<file path="src/design/lks_pkg.sv">
package lks_pkg;

  localparam int KEY_W = 64;
  localparam int CAP_W = 7;
  localparam int OCC_W = 7;
  localparam logic [CAP_W-1:0] CAP_RESET = 7'd64;

  typedef logic [KEY_W-1:0] key_t;

  typedef struct packed {
    logic clear;
    logic capture;
    logic shift;
  } cell_ctrl_t;

endpackage

</file>
<file path="src/design/lks_locate.sv">
module lks_locate #(
  parameter int ENTRIES = 64,
  parameter int IW = 6
) (
  input  logic [ENTRIES-1:0] match,
  output logic               found,
  output logic [IW-1:0]      pos
);
  import lks_pkg::*;

  always_comb begin
    pos = '0;
    for (int i = 0; i < ENTRIES; i++) begin
      if (match[i]) begin
        pos = pos | IW'(i);
      end
    end
  end

  assign found = |match;

endmodule

</file>
<file path="config.mk">
export PLATFORM = sky130hd
export DESIGN_NAME = lks_locate
export DESIGN_NICKNAME = d
export VERILOG_FILES = /design/src/design/lks_pkg.sv /design/src/design/lks_locate.sv
export SDC_FILE = /design/constraint.sdc
export NUM_CORES = 1
export LEC_CHECK = 0
export ABC_AREA = 1
export BUFFER_PORTS_ARGS = -buffer_cell sky130_fd_sc_hd__buf_4
export CELL_PAD_IN_SITES_DETAIL_PLACEMENT = 0
export CELL_PAD_IN_SITES_GLOBAL_PLACEMENT = 1
export CORE_MARGIN = 2
export CORE_UTILIZATION = 17
export DETAILED_ROUTE_END_ITERATION = 10
export PLACE_DENSITY_LB_ADDON = 0.1
export SYNTH_ARGS = -nofsm -noshare
export SYNTH_HDL_FRONTEND = slang
export SYNTH_SLANG_ARGS = --single-unit
</file>
<file path="constraint.sdc">
create_clock -name vclk -period 1.63
set_input_delay 0.326 -clock vclk [all_inputs]
set_output_delay 0.326 -clock vclk [all_outputs]
set_load 0.01 [all_outputs]
</file>
==> flow_summary.ini <==
[run_status]
status = completed

[placement]
place_area_sq_mm = 0.00105
gp_congestion = 0.749
hpwl_microns = 2170
dp_cells = 215
portBuffers = 71

[routing]
drtIter0Drc = 19
drt_pre_antenna_iters = 4
vias = 946
route.detailed.drc = 0
via_per_inst = 4.40
antenna_left = 0
wl_per_cell_microns = 10.7
drt_wl_total_microns = 2290

[worst_setup_path]
worstPathArrival_ns = 1.15
startpoint_type = primary input
endpoint_kind = output pin
critical_path_class = primary input to output pin
cp_max_fo = 3
worst_ep_required_time_ns = 1.30

[min_path]
whs_path_depth = 6
hold_class = primary input to output pin
hp-start = match[43]
hold_end = pos[0]

[sta]
fmax_ghz = 0.677
fin_tns_setup_ns = 0
min_period_ns = 1.48
max_slew_margin = 0.880
tightest_slew_ns = 0.179
hold_viol_final = 0
setup_viol = 0
rsz0062_at_grt = no
maxSlewViolCount = 0
fin_crit_sh = 0.906

[synthesis]
syn_area_sq_um = 470
syn-instance-count = 112
synth_compound_area_frac = 0
yosys.area_share.simple = 0.984
synthAdderAreaFrac = 0
synth_cell_types = 8
syn_avg_cell_area_sq_um = 4.20
yosysWarnings = 0
synth_top_family_by_area = simple AND/OR/NAND/NOR gates
syn_nets = 176
muxShareOfSynthArea = 0
seq_area_frac_synth = 0
synth-xor-area-share = 0

[power]
cellLeakagePower_nw = 0.467
powerDensity_mw_per_mm2 = 176
p_total_w = 0.000187
ir_worst_vdd_mv = 0.0753

[die]
num_rows = 19
die_y_microns = 56.6
start_util = 0.175
die_w_microns = 56.6
coreArea_sq_mm = 0.00269
dieArea_sq_mm = 0.00320
io_pins = 71

[final_layout]
fin_area_sq_mm = 0.00106
drive_gt1_frac = 0.473
areaGrowthSynthToFinish_pct = 126
num_antenna_cells = 0
n_sequential_cell = 0
nClkBuffers = 0
register_area_sq_um = 0
instances_no_fill = 215
final_util = 0.396
nNetsFinal = 250

[flow_run]
cap_violations = 0

[cts]
hold_buffers = 0
postCtsSetupBuffers = 0

[global_routing]
top_usage_layer = met2
met2_usage = 0.277
track_usage = 0.148
grt_max_degree = 4
grt_pass1_vias = 1001
grt_pass1_wl_microns = 3970
antenna_found_initial = 0
grt_use_met3 = 0.0115
use_met1 = 0.189
overflow = 0
==> where the power goes <==
part	internal, W	switching (W)
clock	0	0
sequential	0	0
combinational	0.000118	0.0000693
==> logic make-up after synthesis <==
kind of cell	count (synthesis)
simple gates	110
buf+inv	2
==> worst max-delay path, cell delays in order <==
cell	delay, ns
buf_4	0.11
nor2_2	0.15
nand2_1	0.11
nor2_1	0.09
nand2_1	0.06
nor2_1	0.10
nand2_1	0.06
buf_4	0.14
==> per-layer routing <==
layer	wire length, microns	share of wire	vias to the layer above
li1	-	-	504
met1	936	0.41	394
met2	1140	0.50	46
met3	195	0.085	2
met4	18	0.0079	0
met5	0	0	-
==> metrics by stage <==
step	hold WS, ns	setup WS [ns]
global route	1.07	0.00341
CTS	1.04	0.0734
floorplan	0.844	0.440
finish	1.03	0.153
detailed placement	1.04	0.0847
global placement	1.03	0.104
==> synthesized netlist by cell type <==
library cell | n | area (sq um)
inv_1 | 2 | 7.51
nand2_1 | 25 | 93.8
nand2_2 | 2 | 12.5
nand3_1 | 1 | 5.00
nand4_1 | 10 | 62.6
nor2_1 | 64 | 240
nor2_2 | 7 | 43.8
nor3_1 | 1 | 5.00
==> area by class of cell <==
class | count | area (sq um)
fillers | 307 | 1620
repair buffers | 72 | 541
multi-input cells | 110 | 478
well taps | 31 | 38.8
inverters | 2 | 7.51
==> repair_timing <==
action | CTS | global route
gates resized for setup | 0 | 6
setup endpoints to repair | 0 | 2
endpoints found under the hold margin | 0 | 0
==> worst max path at each step <==
| stage | startpoint | to | slack [ns] | cells after the start |
|---|---|---|---|---|
| finish | match[30] | found | 0.15 | 8 |
| global route | match[28] | found | 0.003 | 8 |
| detailed placement | match[18] | found | 0.08 | 8 |
| CTS | match[18] | found | 0.07 | 8 |
| global placement | match[18] | found | 0.10 | 8 |
| floorplan | match[42] | found | 0.44 | 6 |
==> layout by cell type, fill, tap and decap left out, drive strengths merged <==
cell type,netlist,routed
nand2,27,27
inv,2,2
nor3,1,1
nor2,71,71
buf,0,72
nand4,10,10
nand3,1,1
(Power assumes the default switching activity.)
