### src/design/lks_pkg.sv
package lks_pkg;

  localparam int KEY_W = 64;
  localparam int CAP_W = 7;
  localparam int OCC_W = 7;
  localparam logic [CAP_W-1:0] CAP_RESET = 7'd64;

  typedef logic [KEY_W-1:0] key_t;

  typedef struct packed {
    logic clear;
    logic capture;
    logic shift;
  } cell_ctrl_t;

endpackage

### src/design/lks_cell.sv
module lks_cell (
  input  logic               clk,
  input  logic               rst,
  input  lks_pkg::cell_ctrl_t ctrl,
  input  lks_pkg::key_t      cmp_key,
  input  lks_pkg::key_t      in_key,
  input  logic               in_valid,
  output lks_pkg::key_t      slot_key,
  output logic               slot_valid,
  output logic               match
);
  import lks_pkg::*;

  always_ff @(posedge clk) begin
    if (ctrl.shift) begin
      slot_key <= in_key;
    end
  end

  always_ff @(posedge clk) begin
    if (rst || ctrl.clear) begin
      slot_valid <= 1'b0;
    end else if (ctrl.shift) begin
      slot_valid <= in_valid;
    end
  end

  always_ff @(posedge clk) begin
    if (rst) begin
      match <= 1'b0;
    end else if (ctrl.capture) begin
      match <= slot_valid && (slot_key == cmp_key);
    end
  end

endmodule

### config.mk
export PLATFORM = sky130hd
export DESIGN_NAME = lks_cell
export DESIGN_NICKNAME = d
export VERILOG_FILES = /design/src/design/lks_pkg.sv /design/src/design/lks_cell.sv
export SDC_FILE = /design/constraint.sdc
export NUM_CORES = 1
export LEC_CHECK = 0
export BUFFER_PORTS_ARGS = -buffer_cell sky130_fd_sc_hd__buf_2
export CAP_MARGIN = 25
export CORE_UTILIZATION = 43
export CTS_BUF_LIST = sky130_fd_sc_hd__clkbuf_8 sky130_fd_sc_hd__clkbuf_16
export CTS_CLUSTER_DIAMETER = 30
export DETAILED_ROUTE_END_ITERATION = 16
export GPL_TIMING_DRIVEN = 0
export HOLD_SLACK_MARGIN = 0.08
export PLACE_DENSITY_LB_ADDON = 0.25
export SYNTH_ARGS = -nofsm -noshare
export SYNTH_HDL_FRONTEND = slang
export SYNTH_SLANG_ARGS = --single-unit
### constraint.sdc
create_clock -name clk -period 5.6 [get_ports clk]
set_clock_uncertainty 0.1 [all_clocks]
set_input_delay 1.68 -clock clk [delete_from_list [all_inputs] [get_ports clk]]
set_output_delay 1.68 -clock clk [all_outputs]
set_load 0.01 [all_outputs]
==> results.json <==
{
  "status": "complete, no violations",
  "initial_core_util": 0.4535,
  "worst_pin_slew_ps": 760.5,
  "rsz0062_at_grt": "false",
  "setup_violations": 0,
  "maxCapViolCount": 0,
  "area_growth_pct": 48.21,
  "timing.final.crit_share": 0.5327,
  "layout-drive-gt1-share": 0.5581,
  "irDropWorstVdd_v": 0.0002082,
  "fmax_mhz": 335.2,
  "hold_buffers": 0,
  "crit_path_end_kind": "flop",
  "cts_made_buffers": 9,
  "io_buffers": 199,
  "crit_buf_inv": 1,
  "clk_pin_slew_ps": 60,
  "syn_area_mm2": 0.002733,
  "htreeDepth": 3,
  "avgSynthCellArea_um2": 15.98,
  "hold_path.class": "flop to flop",
  "slew_violations": 0,
  "worstPathMaxFanout": 1,
  "nNetsFinal": 516,
  "tns_ps": 0,
  "avgRoutedWirePerCell_um": 14.37,
  "dieArea_mm2": 0.006677,
  "cts_resized": 0,
  "viasPerCell": 4.693,
  "crit_path_start_kind": "input pin",
  "first_pass_iters": 4,
  "clkLatencyLatePin_ps": 320,
  "hold_violations": 0,
  "relSlewSlack": 0.4930,
  "arrival_ps": 3140,
  "postCtsSetupBuffers": 0,
  "ios": 200,
  "drc": 0,
  "postSynthNetCount": 305,
  "overflow": 0,
  "crit_required_ps": 5760,
  "num_antenna_cells": 0,
  "dp.final_hpwl_um": 5502,
  "slowest_stage": "or4_1",
  "coreArea_mm2": 0.006026,
  "final_cell_area_mm2": 0.004050,
  "antenna_left": 0,
  "synth-seq-cells": 66,
  "worstSetupPathType": "input pin to flop",
  "cpPeakStageDelay_ps": 530,
  "yosysSeqAreaShare": 0.7179,
  "wl_um": 6641,
  "final.min_clock_period_ps": 2983,
  "rows": 28,
  "gr-usage-all-layers": 0.1913,
  "grt_pass1_wl_um": 8935,
  "vias": 2168,
  "drt_iter0_markers": 46,
  "yosysUniqueCellTypes": 20,
  "grt_max_degree": 34,
  "path_cells": "buf_2 > xor2_1 > nor4_1 > nand4_1 > or4_1 > o21ai_1",
  "cts_num_sinks": 66,
  "placed_cell_area_mm2": 0.003842,
  "clockRootBuffer": "clkbuf_8",
  "synthCells": 171,
  "grt_pass1_vias": 2091,
  "fp.dieH_um": 81.72,
  "path_delay_family": "simple AND/OR/NAND/NOR gates",
  "cts_tree": "yes",
  "yosys_warnings": 0,
  "clockBufferDepth": 2,
  "place_congestion": 0.7376,
  "p_leak_nw": 1.875,
  "power_density_mw_per_mm2": 293.5,
  "antenna_found_initial": 0,
  "die_w_um": 81.72
}
==> stage by stage <==
stage / std cells / utilization / total power (W) / hold WS, ps / worst slack [ps]
2_1_floorplan: 171 / - / 0.0006820 / 369.5 / 2640
3_3_place_gp: 445 / 0.6343 / 0.0007803 / 332.9 / 2320
3_5_place_dp: 446 / 0.6377 / 0.0007882 / 342.2 / 2254
4_1_cts: 462 / 0.6721 / 0.001203 / 349.9 / 2596
5_1_grt: 462 / 0.6721 / 0.001237 / 387.3 / 2499
6_report: 462 / 0.6721 / 0.001189 / 343.1 / 2617
==> per-layer routing <==
metal	up-vias	GRT usage	part of all wire	wire, um
met2	112	0.3717	0.56	3715
met5	-	0	0	0
li1	1062	-	-	-
met4	0	0.1053	0.014	91
met3	8	0.04556	0.081	541
met1	986	0.1814	0.35	2293
==> state kept, by name, indices dropped and copies added (netlist names) <==
register	cells
slot_key	64
match	1
slot_valid	1
==> final timing paths <==
check / start / endpoint / slack, ps / cells after the start
max: cmp_key[19] / match / 2620 / 6
min: match / match / 340 / 2
max reg2reg: slot_key[19] / match / 3670 / 5
min reg2reg: match / match / 340 / 2
==> layout by cell type (no fill, tap or decap), types with 3 or more instances in the layout <==
cell       instances
buf_2            199
edfxtp_1          64
xor2_1            48
inv_1             12
nor4_1            12
clkbuf_8           9
nand4_1            5
o22ai_1            4
xnor2_1            4
clkinv_2           4
nor3_1             3
o2bb2ai_1          3
nand2_1            3
==> synthesized netlist by cell type <==
library cell | count | area share
nor4_1 | 12 | 0.027
nor2b_1 | 1 | 0.0023
nor2_1 | 2 | 0.0027
xnor2_1 | 4 | 0.013
dfxtp_1 | 2 | 0.015
a221oi_1 | 1 | 0.0032
o21ai_1 | 1 | 0.0018
a221oi_2 | 1 | 0.0055
o22ai_1 | 4 | 0.0092
nand4_1 | 5 | 0.011
nor3_1 | 3 | 0.0055
mux2i_1 | 1 | 0.0037
a2111oi_0 | 1 | 0.0032
nand2_1 | 3 | 0.0041
or4_1 | 1 | 0.0027
xor2_1 | 48 | 0.15
a22o_1 | 2 | 0.0064
edfxtp_1 | 64 | 0.70
inv_1 | 12 | 0.016
o2bb2ai_1 | 3 | 0.0096
==> worst register-to-register path: stages, from the launching register on <==
cell and delay [ps]:
edfxtp_1 400, xor2_1 160, nor4_1 400, nand4_1 160, or4_1 530, o21ai_1 120
==> area by class of cell <==
class / instances / area [um2]
Fill cell: 473 / 1976
Sequential cell: 66 / 1962
Timing Repair Buffer: 200 / 1016
Multi-Input combinational cell: 93 / 725.7
Clock buffer: 9 / 123.9
Tap cell: 75 / 93.84
Clock inverter: 7 / 83.83
Inverter: 12 / 45.04
==> power by group <==
part	switching [W]	internal [W]
Clock	0.000167	0.000246
Combinational	0.0000801	0.0000853
Sequential	0.0000246	0.000586
==> cells by family (layout without fill, tap and decap cells) <==
group                     Yosys count  in the layout  synth area share
AOI/OAI and AO/OA                  13             13           0.03892
xor gates and xnor gates           52             52            0.1667
buffers and inverters              12            228           0.01648
DFF                                66             66            0.7179
muxes                               1              1          0.003663
and+or+nand+nor                    27             27           0.05632
(Power assumes the default switching activity.)
